File: config.mk
export PLATFORM = sky130hd
export DESIGN_NAME = uvc_payload_deframer_core
export DESIGN_NICKNAME = d
export VERILOG_FILES = /design/src/uvcd_pkg.sv /design/src/uvcd_in_stage.sv /design/src/uvcd_step.sv /design/src/uvcd_out_queue.sv /design/src/uvc_payload_deframer_core.sv
export SDC_FILE = /design/constraint.sdc
export NUM_CORES = 1
export LEC_CHECK = 0
export ABC_AREA = 1
export BUFFER_PORTS_ARGS = -buffer_cell sky130_fd_sc_hd__buf_2
export CORE_AREA = 2 2 196 160
export CTS_BUF_LIST = sky130_fd_sc_hd__clkbuf_16
export CTS_CLUSTER_DIAMETER = 50
export DETAILED_ROUTE_END_ITERATION = 8
export DIE_AREA = 0 0 198 162
export PLACE_DENSITY = 0.62
export RECOVER_POWER = 50
export SKIP_CTS_REPAIR_TIMING = 1
export SLEW_MARGIN = 20
export SYNTH_ARGS = -nofsm -noshare
export SYNTH_HDL_FRONTEND = slang
export SYNTH_SLANG_ARGS = --single-unit
File: constraint.sdc
create_clock -name aclk -period 8.92 [get_ports aclk]
set_input_delay 0.892 -clock aclk [delete_from_list [all_inputs] [get_ports aclk]]
set_output_delay 0.892 -clock aclk [all_outputs]
set_load 0.02 [all_outputs]
File: src/uvcd_pkg.sv
// ----------------------------------------------------------------------------
// uvcd_pkg
// Types and constants shared by the payload deframer modules.
// ----------------------------------------------------------------------------
package uvcd_pkg;

    // command codes
    localparam logic CMD_BYTE     = 1'b0;
    localparam logic CMD_CONSUMED = 1'b1;

    // result kinds
    localparam logic [1:0] KIND_PAYLOAD = 2'd0;
    localparam logic [1:0] KIND_FRAME   = 2'd1;
    localparam logic [1:0] KIND_DROP    = 2'd2;

    // payload header rules
    localparam logic [7:0]  HDR_MIN_LEN = 8'd2;
    localparam logic [7:0]  HDR_MAX_LEN = 8'd12;
    localparam logic [3:0]  HDR_BASE    = 4'd2;
    localparam logic [3:0]  PTS_LEN     = 4'd4;
    localparam logic [3:0]  SCR_LEN     = 4'd6;
    localparam logic [11:0] PKT_MIN_LEN = 12'd2;

    // header flag bits of the second byte
    localparam int BIT_FID = 0;
    localparam int BIT_EOF = 1;
    localparam int BIT_PTS = 2;
    localparam int BIT_SCR = 3;
    localparam int BIT_RES = 4;

    localparam logic [1:0]  FID_NONE       = 2'd2;
    localparam logic [3:0]  QUEUE_SAT      = 4'd15;
    localparam logic [11:0] BYTE_INDEX_MAX = 12'd4095;

    // result queue geometry
    localparam int QUEUE_AW    = 2;
    localparam int QUEUE_SLOTS = 1 << QUEUE_AW;

    typedef struct packed {
        logic        command;
        logic [7:0]  data_byte;
        logic [11:0] packet_length;
        logic        first_in_packet;
        logic        last_in_packet;
    } uvcd_in_t;

    typedef struct packed {
        logic [1:0]  kind;
        logic [7:0]  out_byte;
        logic [15:0] frames_done;
        logic [3:0]  queued_frames;
        logic        last_result;
    } uvcd_out_t;

    // results of one input transaction, res0 first
    typedef struct packed {
        logic [1:0] count;
        uvcd_out_t  res0;
        uvcd_out_t  res1;
    } uvcd_step_res_t;

endpackage

File: src/uvcd_in_stage.sv
// ----------------------------------------------------------------------------
// uvcd_in_stage
// Input register: holds one transaction until the step logic takes it.
// ----------------------------------------------------------------------------
module uvcd_in_stage (
    input  logic              aclk,
    input  logic              aresetn,
    input  logic              s_valid,
    output logic              s_ready,
    input  uvcd_pkg::uvcd_in_t s_data,
    input  logic              take,
    output logic              in_vld,
    output uvcd_pkg::uvcd_in_t in_data
);
    import uvcd_pkg::*;

    logic     vld_reg;
    logic     vld_next;
    uvcd_in_t data_reg;

    assign s_ready = !vld_reg || take;
    assign in_vld  = vld_reg;
    assign in_data = data_reg;

    always_comb begin
        vld_next = vld_reg;
        if (s_valid && s_ready) begin
            vld_next = 1'b1;
        end else if (take) begin
            vld_next = 1'b0;
        end
    end

    always_ff @(posedge aclk) begin
        if (!aresetn) begin
            vld_reg <= 1'b0;
        end else begin
            vld_reg <= vld_next;
        end
    end

    always_ff @(posedge aclk) begin
        if (s_valid && s_ready) begin
            data_reg <= s_data;
        end
    end

endmodule

File: src/uvcd_step.sv
// ----------------------------------------------------------------------------
// uvcd_step
// Deframer state and the per-byte header check, close and drop decisions.
// ----------------------------------------------------------------------------
module uvcd_step #(
    parameter int QUEUE_DEPTH = 4
) (
    input  logic                    aclk,
    input  logic                    aresetn,
    input  logic                    step_en,
    input  uvcd_pkg::uvcd_in_t      step_in,
    output uvcd_pkg::uvcd_step_res_t step_res
);
    import uvcd_pkg::*;

    localparam logic [3:0] DEPTH_LIMIT = 4'(QUEUE_DEPTH);

    logic [1:0]  fid_reg,        fid_next;
    logic        frame_open_reg, frame_open_next;
    logic [3:0]  qcount_reg,     qcount_next;
    logic        nonempty_reg,   nonempty_next;
    logic [15:0] fcount_reg,     fcount_next;
    logic [11:0] index_reg,      index_next;
    logic [3:0]  hdr_len_reg,    hdr_len_next;
    logic        dropping_reg,   dropping_next;
    logic        eof_reg,        eof_next;
    logic [7:0]  held_reg;

    logic [11:0] idx;
    logic [3:0]  expect_len;
    logic        hdr_candidate;
    logic        hold_en;
    uvcd_out_t   close_res;
    uvcd_step_res_t res;

    function automatic uvcd_out_t make_res(logic [1:0] kind, logic [7:0] data,
                                           logic [15:0] fc, logic [3:0] qc);
        uvcd_out_t r;
        r.kind          = kind;
        r.out_byte      = data;
        r.frames_done   = fc;
        r.queued_frames = qc;
        r.last_result   = 1'b0;
        return r;
    endfunction

    assign idx = step_in.first_in_packet ? 12'd0 : index_reg;

    assign expect_len = HDR_BASE
                      + (step_in.data_byte[BIT_PTS] ? PTS_LEN : 4'd0)
                      + (step_in.data_byte[BIT_SCR] ? SCR_LEN : 4'd0);

    assign hdr_candidate = (step_in.packet_length > PKT_MIN_LEN)
                        && (step_in.data_byte >= HDR_MIN_LEN)
                        && (step_in.data_byte <= HDR_MAX_LEN)
                        && ({4'd0, step_in.data_byte} <= step_in.packet_length)
                        && !step_in.last_in_packet;

    always_comb begin
        fid_next        = fid_reg;
        frame_open_next = frame_open_reg;
        qcount_next     = qcount_reg;
        nonempty_next   = nonempty_reg;
        fcount_next     = fcount_reg;
        index_next      = index_reg;
        hdr_len_next    = hdr_len_reg;
        dropping_next   = dropping_reg;
        eof_next        = eof_reg;
        hold_en         = 1'b0;
        res             = '0;
        close_res       = '0;

        if (step_in.command == CMD_CONSUMED) begin
            if (qcount_reg != 4'd0) begin
                qcount_next = qcount_reg - 4'd1;
            end
        end else begin
            if (idx == 12'd0) begin
                hdr_len_next  = 4'd0;
                eof_next      = 1'b0;
                dropping_next = 1'b0;
                if (!frame_open_reg && qcount_reg >= DEPTH_LIMIT) begin
                    dropping_next = 1'b1;
                    res.count = 2'd1;
                    res.res0  = make_res(KIND_DROP, 8'd0, fcount_reg, qcount_reg);
                end else begin
                    frame_open_next = 1'b1;
                    if (hdr_candidate) begin
                        hold_en      = 1'b1;
                        hdr_len_next = step_in.data_byte[3:0];
                    end else begin
                        nonempty_next = 1'b1;
                        res.count = 2'd1;
                        res.res0  = make_res(KIND_PAYLOAD, step_in.data_byte,
                                             fcount_reg, qcount_reg);
                    end
                end
            end else if (dropping_reg) begin
                // rest of a dropped packet
            end else if (idx == 12'd1 && hdr_len_reg != 4'd0) begin
                if (hdr_len_reg == expect_len && !step_in.data_byte[BIT_RES]) begin
                    if (step_in.data_byte[BIT_EOF]) begin
                        eof_next = 1'b1;
                    end else if ({1'b0, step_in.data_byte[BIT_FID]} != fid_reg
                                 && nonempty_reg) begin
                        fcount_next     = fcount_reg + 16'd1;
                        qcount_next     = (qcount_reg < QUEUE_SAT) ? qcount_reg + 4'd1
                                                                   : qcount_reg;
                        frame_open_next = 1'b0;
                        nonempty_next   = 1'b0;
                        res.count = 2'd1;
                        res.res0  = make_res(KIND_FRAME, 8'd0, fcount_next, qcount_next);
                    end
                    fid_next = {1'b0, step_in.data_byte[BIT_FID]};
                end else begin
                    // bad header: release the held byte and this one as payload
                    hdr_len_next  = 4'd0;
                    nonempty_next = 1'b1;
                    res.count = 2'd2;
                    res.res0  = make_res(KIND_PAYLOAD, held_reg, fcount_reg, qcount_reg);
                    res.res1  = make_res(KIND_PAYLOAD, step_in.data_byte,
                                         fcount_reg, qcount_reg);
                end
            end else if (idx < {8'd0, hdr_len_reg}) begin
                // header byte: skip
            end else begin
                nonempty_next = 1'b1;
                res.count = 2'd1;
                res.res0  = make_res(KIND_PAYLOAD, step_in.data_byte,
                                     fcount_next, qcount_next);
            end

            if (step_in.last_in_packet) begin
                if (!dropping_next && eof_next && nonempty_next) begin
                    fcount_next     = fcount_next + 16'd1;
                    qcount_next     = (qcount_next < QUEUE_SAT) ? qcount_next + 4'd1
                                                                : qcount_next;
                    frame_open_next = 1'b0;
                    nonempty_next   = 1'b0;
                    close_res = make_res(KIND_FRAME, 8'd0, fcount_next, qcount_next);
                    // at most one result precedes an end-of-frame close
                    if (res.count == 2'd0) begin
                        res.res0 = close_res;
                    end else begin
                        res.res1 = close_res;
                    end
                    res.count = res.count + 2'd1;
                end
                eof_next      = 1'b0;
                dropping_next = 1'b0;
                hdr_len_next  = 4'd0;
                index_next    = 12'd0;
            end else begin
                index_next = (idx < BYTE_INDEX_MAX) ? idx + 12'd1 : BYTE_INDEX_MAX;
            end
        end

        if (res.count == 2'd1) begin
            res.res0.last_result = 1'b1;
        end else if (res.count == 2'd2) begin
            res.res1.last_result = 1'b1;
        end
    end

    assign step_res = res;

    always_ff @(posedge aclk) begin
        if (!aresetn) begin
            fid_reg        <= FID_NONE;
            frame_open_reg <= 1'b0;
            qcount_reg     <= 4'd0;
            nonempty_reg   <= 1'b0;
            fcount_reg     <= 16'd0;
            index_reg      <= 12'd0;
            hdr_len_reg    <= 4'd0;
            dropping_reg   <= 1'b0;
            eof_reg        <= 1'b0;
        end else if (step_en) begin
            fid_reg        <= fid_next;
            frame_open_reg <= frame_open_next;
            qcount_reg     <= qcount_next;
            nonempty_reg   <= nonempty_next;
            fcount_reg     <= fcount_next;
            index_reg      <= index_next;
            hdr_len_reg    <= hdr_len_next;
            dropping_reg   <= dropping_next;
            eof_reg        <= eof_next;
        end
    end

    always_ff @(posedge aclk) begin
        if (step_en && hold_en) begin
            held_reg <= step_in.data_byte;
        end
    end

endmodule

File: src/uvcd_out_queue.sv
// ----------------------------------------------------------------------------
// uvcd_out_queue
// Result queue: up to two results in per transaction, one out per ready cycle.
// ----------------------------------------------------------------------------
module uvcd_out_queue (
    input  logic                     aclk,
    input  logic                     aresetn,
    input  logic                     push_en,
    input  uvcd_pkg::uvcd_step_res_t push_res,
    output logic                     room,
    output logic                     m_valid,
    input  logic                     m_ready,
    output uvcd_pkg::uvcd_out_t      m_data
);
    import uvcd_pkg::*;

    localparam logic [QUEUE_AW:0] ROOM_LIMIT = (QUEUE_AW + 1)'(QUEUE_SLOTS - 2);

    uvcd_out_t           slot_reg [QUEUE_SLOTS];
    logic [QUEUE_AW-1:0] wr_ptr_reg, wr_ptr_next;
    logic [QUEUE_AW-1:0] rd_ptr_reg, rd_ptr_next;
    logic [QUEUE_AW:0]   count_reg,  count_next;
    logic [QUEUE_AW:0]   push_n;
    logic                pop;

    assign room    = count_reg <= ROOM_LIMIT;
    assign m_valid = count_reg != '0;
    assign m_data  = slot_reg[rd_ptr_reg];
    assign pop     = m_valid && m_ready;
    assign push_n  = push_en ? (QUEUE_AW + 1)'(push_res.count) : '0;

    always_comb begin
        wr_ptr_next = wr_ptr_reg + push_n[QUEUE_AW-1:0];
        rd_ptr_next = rd_ptr_reg + (pop ? (QUEUE_AW)'(1) : '0);
        count_next  = count_reg + push_n - (pop ? (QUEUE_AW + 1)'(1) : '0);
    end

    always_ff @(posedge aclk) begin
        if (!aresetn) begin
            wr_ptr_reg <= '0;
            rd_ptr_reg <= '0;
            count_reg  <= '0;
        end else begin
            wr_ptr_reg <= wr_ptr_next;
            rd_ptr_reg <= rd_ptr_next;
            count_reg  <= count_next;
        end
    end

    always_ff @(posedge aclk) begin
        if (push_en && push_res.count != 2'd0) begin
            slot_reg[wr_ptr_reg] <= push_res.res0;
        end
        if (push_en && push_res.count == 2'd2) begin
            slot_reg[wr_ptr_reg + (QUEUE_AW)'(1)] <= push_res.res1;
        end
    end

endmodule

File: src/uvc_payload_deframer_core.sv
// ----------------------------------------------------------------------------
// uvc_payload_deframer_core
// Strips USB video payload headers and marks frame boundaries.
// ----------------------------------------------------------------------------
// A transaction is taken into an input register, decided in one pass by the
// step logic, and its zero, one or two results go into a four-entry result
// queue. The block takes one transaction per cycle as long as each yields at
// most one result and the result port is not stalled; the port sends one
// result per cycle while m_ready is high, so the two results of one byte (a
// rejected header, or a payload byte followed by an end-of-frame close) leave
// it one after the other. The input side stalls while the queue holds more
// than two results. Results pass the input register, then the result queue.
module uvc_payload_deframer_core #(
    parameter int QUEUE_DEPTH = 4
) (
    input  logic                aclk,
    input  logic                aresetn,
    input  logic                s_valid,
    output logic                s_ready,
    input  uvcd_pkg::uvcd_in_t  s_data,
    output logic                m_valid,
    input  logic                m_ready,
    output uvcd_pkg::uvcd_out_t m_data
);
    import uvcd_pkg::*;

    logic           in_vld;
    uvcd_in_t       in_data;
    logic           room;
    logic           step_en;
    uvcd_step_res_t step_res;

    assign step_en = in_vld && room;

    uvcd_in_stage u_in_stage (
        .aclk    (aclk),
        .aresetn (aresetn),
        .s_valid (s_valid),
        .s_ready (s_ready),
        .s_data  (s_data),
        .take    (step_en),
        .in_vld  (in_vld),
        .in_data (in_data)
    );

    uvcd_step #(
        .QUEUE_DEPTH (QUEUE_DEPTH)
    ) u_step (
        .aclk     (aclk),
        .aresetn  (aresetn),
        .step_en  (step_en),
        .step_in  (in_data),
        .step_res (step_res)
    );

    uvcd_out_queue u_out_queue (
        .aclk     (aclk),
        .aresetn  (aresetn),
        .push_en  (step_en),
        .push_res (step_res),
        .room     (room),
        .m_valid  (m_valid),
        .m_ready  (m_ready),
        .m_data   (m_data)
    );

endmodule

---- Yosys cells after proc, flatten, opt, wreduce, memory -nomap -nowiden ----
Memories as Yosys holds them, arrays and structs flattened. A register that Yosys moved wholly into a read port is not among the register bits.
Index checks and enable logic that the tools add are counted.
storage, ports and cells
  flip-flop bits (word level) ............. 81
  latch bits .............................. 0
  memories ................................ 1
  bits of input ports ..................... 27
  bits in read-only memories .............. 0
  logic and storage cells ................. 190
  RAM bits ................................ 124
  output and inout bits ................... 33
memory list
  memory                words  bits a word  read ports  clocked after memory_dff  wr ports  RTL line              text
  u_out_queue.slot_reg  4      31           1           1                         2         uvcd_out_queue.sv:19  uvcd_out_t slot_reg [QUEUE_SLOTS];
operators by class
  magnitude comparators ................... 10
  shift operators ......................... 0
  bitwise gates (word level) .............. 3
  multiply operators ...................... 0
  reduce and logical (&&, ||, !) cells .... 34
  div/mod/pow operators ................... 0
  mux-type cells .......................... 101
  equality and inequality tests ........... 8
  add/subtract/negate cells ............... 14
operator list
  operator                                                                              number
  64-bit two-way mux                                                                    4
  33-bit two-way mux                                                                    6
  16-bit two-way mux                                                                    9
  32-bit two-way mux                                                                    3
  31-bit two-way mux                                                                    3
  4-bit two-way mux                                                                     20
  29-bit two-way mux                                                                    2
  1-bit two-way mux                                                                     47
  12-bit two-way mux                                                                    3
  16-bit by 1-bit adder with 16-bit output (second input constant)                      2
  1-bit logical AND                                                                     16
  12-bit by 1-bit adder with 12-bit output (second input constant)                      1
  12-bit by 1-bit == test with 1-bit output (second input constant)                     1
  12-bit by 2-bit > comparator with 1-bit output (second input constant)                1
  8-bit by 12-bit less-or-equal comparator with 1-bit output                            1
  12-bit logical NOT                                                                    1
  12-bit < comparator (second input constant)                                           1
  12-bit by 4-bit < comparator with 1-bit output                                        1
  4-bit by 1-bit adder with 4-bit output (second input constant)                        2
  8-bit by 2-bit greater-or-equal comparator with 1-bit output (second input constant)  1
  8-bit by 4-bit less-or-equal comparator with 1-bit output (second input constant)     1
  4-bit < comparator (second input constant)                                            2
  4-bit nonzero test                                                                    2
  3-bit two-way mux                                                                     2
  26 further kinds                                                                      38

---- Logic depth before layout (Yosys ltp) ----
  depth after elaboration ................. 20
  depth in mapped cells ................... 26
  mapped depth without buffers ............ 25

---- Cells and area by module ----
From an unflattened synthesis, not the netlist that was laid out.
unflattened totals
  cells, all modules ...................... 1873
  area, all modules ....................... 13988.4 sq um
by module, submodules not included
  module                     area an instance (sq um)  sequential area each (sq um)  instances  cells an instance
  uvcd_out_queue             6685.2                    3863.7                        1          671
  uvcd_step                  6553.8                    1081.0                        1          1170
  uvcd_in_stage              742.0                     710.7                         1          30
  uvc_payload_deframer_core  7.5                       0.0                           1          2

---- Worst setup path after synthesis ----
Ideal clock, no wire load.
  kind .................................... register to register
  start ................................... register u_in_stage.data_reg, in the netlist u_in_stage.in_data[1]
  end ..................................... memory u_out_queue.slot_reg[3][0] (netlist bit) (enable)
  period minus slack after synthesis ...... 3.838 ns
  arrival time ............................ 3.450 ns
  required time ........................... 8.533 ns
  setup slack ............................. 5.082 ns
  buffers on the path ..................... 1
  cell stages (with the launch flop) ...... 22
  library setup time ...................... 0.387 ns
  path through ............................ edfxtp_1 > inv_4 > nand2_1 > inv_1 > ha_1 > nand2_1 > nor2_1 > nand2_2 > nor2_4 > nand2_1 > nor2_2 > inv_1 > ha_1 > inv_1 > nand4_1 > nand3_2 > nand2_2 > nand2_4 > nor2_8 > inv_2 > buf_2 > nand2_1
RTL lines
  what                    RTL line              text
  from (decl)             uvcd_in_stage.sv:19   uvcd_in_t data_reg;
  from (signal assigned)  uvcd_in_stage.sv:44   data_reg <= s_data;
  to (decl)               uvcd_out_queue.sv:19

==> impl_metrics.py <==
metrics = {
    "outcome": {
        "status": "finished, violations left",
        "violations": "capacitance limit, slew limit",
    },
    "synth": {
        "synth-compound-area-share_pct": 15.4,
        "synth_ff_type": "edfxtp_1",
        "synth.most_common_cell": "nand2_1",
        "syn_avg_cell_area_sq_um": 7.46,
        "synth-xor-area-share_pct": 1.31,
        "synth_top_area_share_pct": 33.9,
        "synthSimpleGateAreaFrac_pct": 30.2,
        "async_flop_share_pct": 0,
        "syn-num-nets": 1852,
        "yosysTopAreaCell": "edfxtp_1",
        "yosys_warnings": 0,
        "synth-edff-count": 151,
        "synthesis.area_sq_um": 13400,
        "synthMuxAreaShare_pct": 0,
        "syn_inst": 1794,
        "synthTopCellsByArea": "edfxtp_1, nand2_1, dfxtp_1",
        "synth_fa_ha_area_share_pct": 2.95,
        "ys_ff_latch": 205,
        "synth_common_cells": "nand2_1, nor2_1, edfxtp_1",
        "synth_top_family_by_area": "simple AND/OR/NAND/NOR gates",
        "seq_area_frac_synth_pct": 41.9,
        "ys_types": 47,
    },
    "critical_path": {
        "cp_max_fo": 18,
        "reg2reg_from": "u_in_stage.in_data[1]$_DFFE_PP_",
        "rr_endpoint": "u_out_queue.slot_reg[2][18]$_DFFE_PP_",
        "cp.required_ns": 9.20,
        "r2r_slack_ns": 1.90,
        "reg2reg_depth": 19,
        "path_class": "reg -> reg",
        "worstSetupStartpointType": "flip-flop",
        "arrival_ns": 7.31,
        "end_kind": "flip-flop",
    },
    "clocking": {
        "clock_sinks": 205,
        "cts_buffer_depth": 3,
        "cts_buffers": 27,
        "tritoncts": "yes",
        "clkTransAtPathRegs_ns": 0.06,
        "cts_max_level": 1,
        "clk_latency_ns": 0.55,
        "clockRootBuffer": "clkbuf_16",
    },
    "power": {
        "p_comb_share_pct": 22.3,
        "p_seq_share_pct": 39.8,
        "peakVddDrop_mv": 0.173,
        "p_int_mw": 1.80,
        "p_per_area_nw_per_um2": 187,
        "p_leak_nw": 5.76,
        "pwr-share-clk_pct": 37.9,
        "p_sw_share_pct": 34.0,
        "p_sw_mw": 0.928,
    },
    "worst_hold_path": {
        "hold_depth": 2,
        "worstHoldPathType": "reg -> reg",
        "hold_end": "u_out_queue.slot_reg[1][30]$_SDFFE_PP0P_",
        "hold_start": "u_out_queue.slot_reg[1][30]$_SDFFE_PP0P_",
    },
    "job": {
        "maxCapViolations": 2,
    },
    "finish": {
        "drive_above_1_share_pct": 8.30,
        "n_antenna_cell": 0,
        "nNetsFinal": 1869,
        "area_delta_synth_final_pct": 8.67,
        "fill_cells": 2997,
        "largest_reg_flops": 124,
    },
    "floorplan": {
        "dieArea_sq_um": 32100,
        "initial_core_util_pct": 44.6,
        "fp.coreArea_sq_um": 30000,
        "die_h_um": 162,
        "boundaryPins": 60,
        "die_x_um": 198,
        "rows": 57,
    },
    "timing": {
        "rsz0062_at_grt": "false",
        "setup_viol_count_final": 0,
        "fin_skew_ns": 0.0183,
        "fmax_mhz": 142,
        "relSlewSlack_pct": -88.9,
        "finalCriticalPeriod_ns": 7.02,
        "finalHoldViolCount": 0,
        "tns_ns": 0,
        "post-route-period-util_pct": 78.7,
        "final_max_slew_viol_count": 97,
        "tightest_slew_ns": 2.83,
        "setup_slack_ns": 1.90,
    },
    "placement": {
        "portBuffers": 59,
        "place_congestion": 0.985,
        "hpwl_um": 31400,
        "dp_slack_ns": 3.37,
    },
    "routing": {
        "drt-initial-drc-count": 1309,
        "avgRoutedWirePerCell_um": 19.6,
        "vias": 12700,
        "first_pass_iters": 6,
        "postRouteAntennaNets": 0,
        "drt-total-wl_um": 44000,
        "via_per_inst": 5.65,
        "drc": 0,
    },
    "grt": {
        "grt_overflow": 0,
        "grt_pass1_vias": 11800,
        "grt_usage_pct": 27.6,
        "grt_start_max_net_pins": 63,
        "grt_pass1_wl_um": 68500,
        "antenna_found_initial": 0,
    },
}
worst max path at each step:
stage | to | from | cells past startpoint | slack [ns]
floorplan | u_out_queue.slot_reg[3][0]$_DFFE_PP_ | u_in_stage.in_data[1]$_DFFE_PP_ | 21 | 5.08
global placement | u_out_queue.slot_reg[1][14]$_DFFE_PP_ | u_in_stage.in_data[1]$_DFFE_PP_ | 21 | 3.52
detailed placement | u_out_queue.slot_reg[1][12]$_DFFE_PP_ | u_in_stage.in_data[1]$_DFFE_PP_ | 21 | 3.37
CTS | u_out_queue.slot_reg[1][18]$_DFFE_PP_ | u_in_stage.in_data[1]$_DFFE_PP_ | 21 | 3.35
global route | u_out_queue.slot_reg[1][5]$_DFFE_PP_ | u_in_stage.in_data[1]$_DFFE_PP_ | 20 | 1.47
finish | u_out_queue.slot_reg[2][18]$_DFFE_PP_ | u_in_stage.in_data[1]$_DFFE_PP_ | 19 | 1.90
placed cells by master (no fill, tap or decap), types with 14 or more instances in the layout:
cell | synthesis | routed
xor2_1 | 16 | 16
buf_2 | 25 | 25
clkbuf_1 | 45 | 38
nand4_1 | 27 | 27
nand2_1 | 499 | 508
nand2_2 | 18 | 14
dfxtp_1 | 54 | 54
ha_1 | 30 | 30
o211ai_1 | 18 | 18
o21ai_0 | 124 | 133
edfxtp_1 | 151 | 151
clkbuf_16 | 0 | 27
inv_2 | 17 | 14
o22ai_1 | 67 | 67
nand3_1 | 137 | 139
a21oi_1 | 98 | 98
o21ai_1 | 27 | 21
nor2_1 | 172 | 176
inv_1 | 145 | 153
nor3_1 | 13 | 14
stage by stage:
step | total power, mW | instances | hold slack (ns) | util, % | instance area (sq um)
after floorplan | 1.52 | 1794 | 0.439 | - | 13400
after global placement | 1.72 | 2195 | 0.448 | 46.3 | 13900
after detailed placement | 1.73 | 2195 | 0.457 | 46.3 | 13900
after CTS | 2.76 | 2244 | 0.466 | 49.1 | 14700
after global routing | 2.84 | 2244 | 0.482 | 48.5 | 14500
final | 2.73 | 2244 | 0.469 | 48.5 | 14500
power by group through the flow:
stage,logic [mW],clock network [mW],registers [mW]
floorplan,0.424,0,1.09
global placement,0.618,0,1.10
detailed placement,0.626,0,1.10
CTS,0.628,1.04,1.08
global route,0.668,1.09,1.09
finish,0.608,1.03,1.08
routing by layer:
metal | routed length [um] | global-route usage (%)
met1 | 20100 | 40.5
met2 | 19200 | 42.4
met3 | 3790 | 4.63
met4 | 959 | 6.80
met5 | 0 | 0
layout make-up:
type / instances / area, sq um / share of cell area, %
clock buffers: 27 / 676 / 4.64
repair buffers: 74 / 350 / 2.41
clock inverters: 22 / 165 / 1.14
inverters: 172 / 654 / 4.50
multi-input cells: 1331 / 6570 / 45.2
flip-flops and latches: 205 / 5620 / 38.6
well taps: 413 / 517 / 3.55
logic make-up after synthesis:
| kind of cell | Yosys count |
|---|---|
| AOI/OAI and AO/OA | 366 |
| xor gates and xnor gates | 20 |
| adders and majority gates | 31 |
| buffers and inverters | 258 |
| DFF | 205 |
| and+or+nand+nor | 914 |
critical path: stages, from the launching register on:
cell and delay [ns]:
edfxtp_1 0.40, clkinvlp_2 0.47, nand2_1 0.24, inv_1 0.14, ha_1 0.17, nand3_1 0.11
nor2_1 0.67, nand2_1 0.47, nor3_1 0.46, nand2_2 0.13, nand3_1 0.59, nand2_2 0.10
nand3_1 0.22, nand2_2 0.07, nand2_1 0.31, clkinvlp_2 0.22, nand2_1 0.58, clkinvlp_2 1.02
nand3_1 0.33, nand2_1 0.07
No activity file was read; power rests on OpenSTA's default activity.
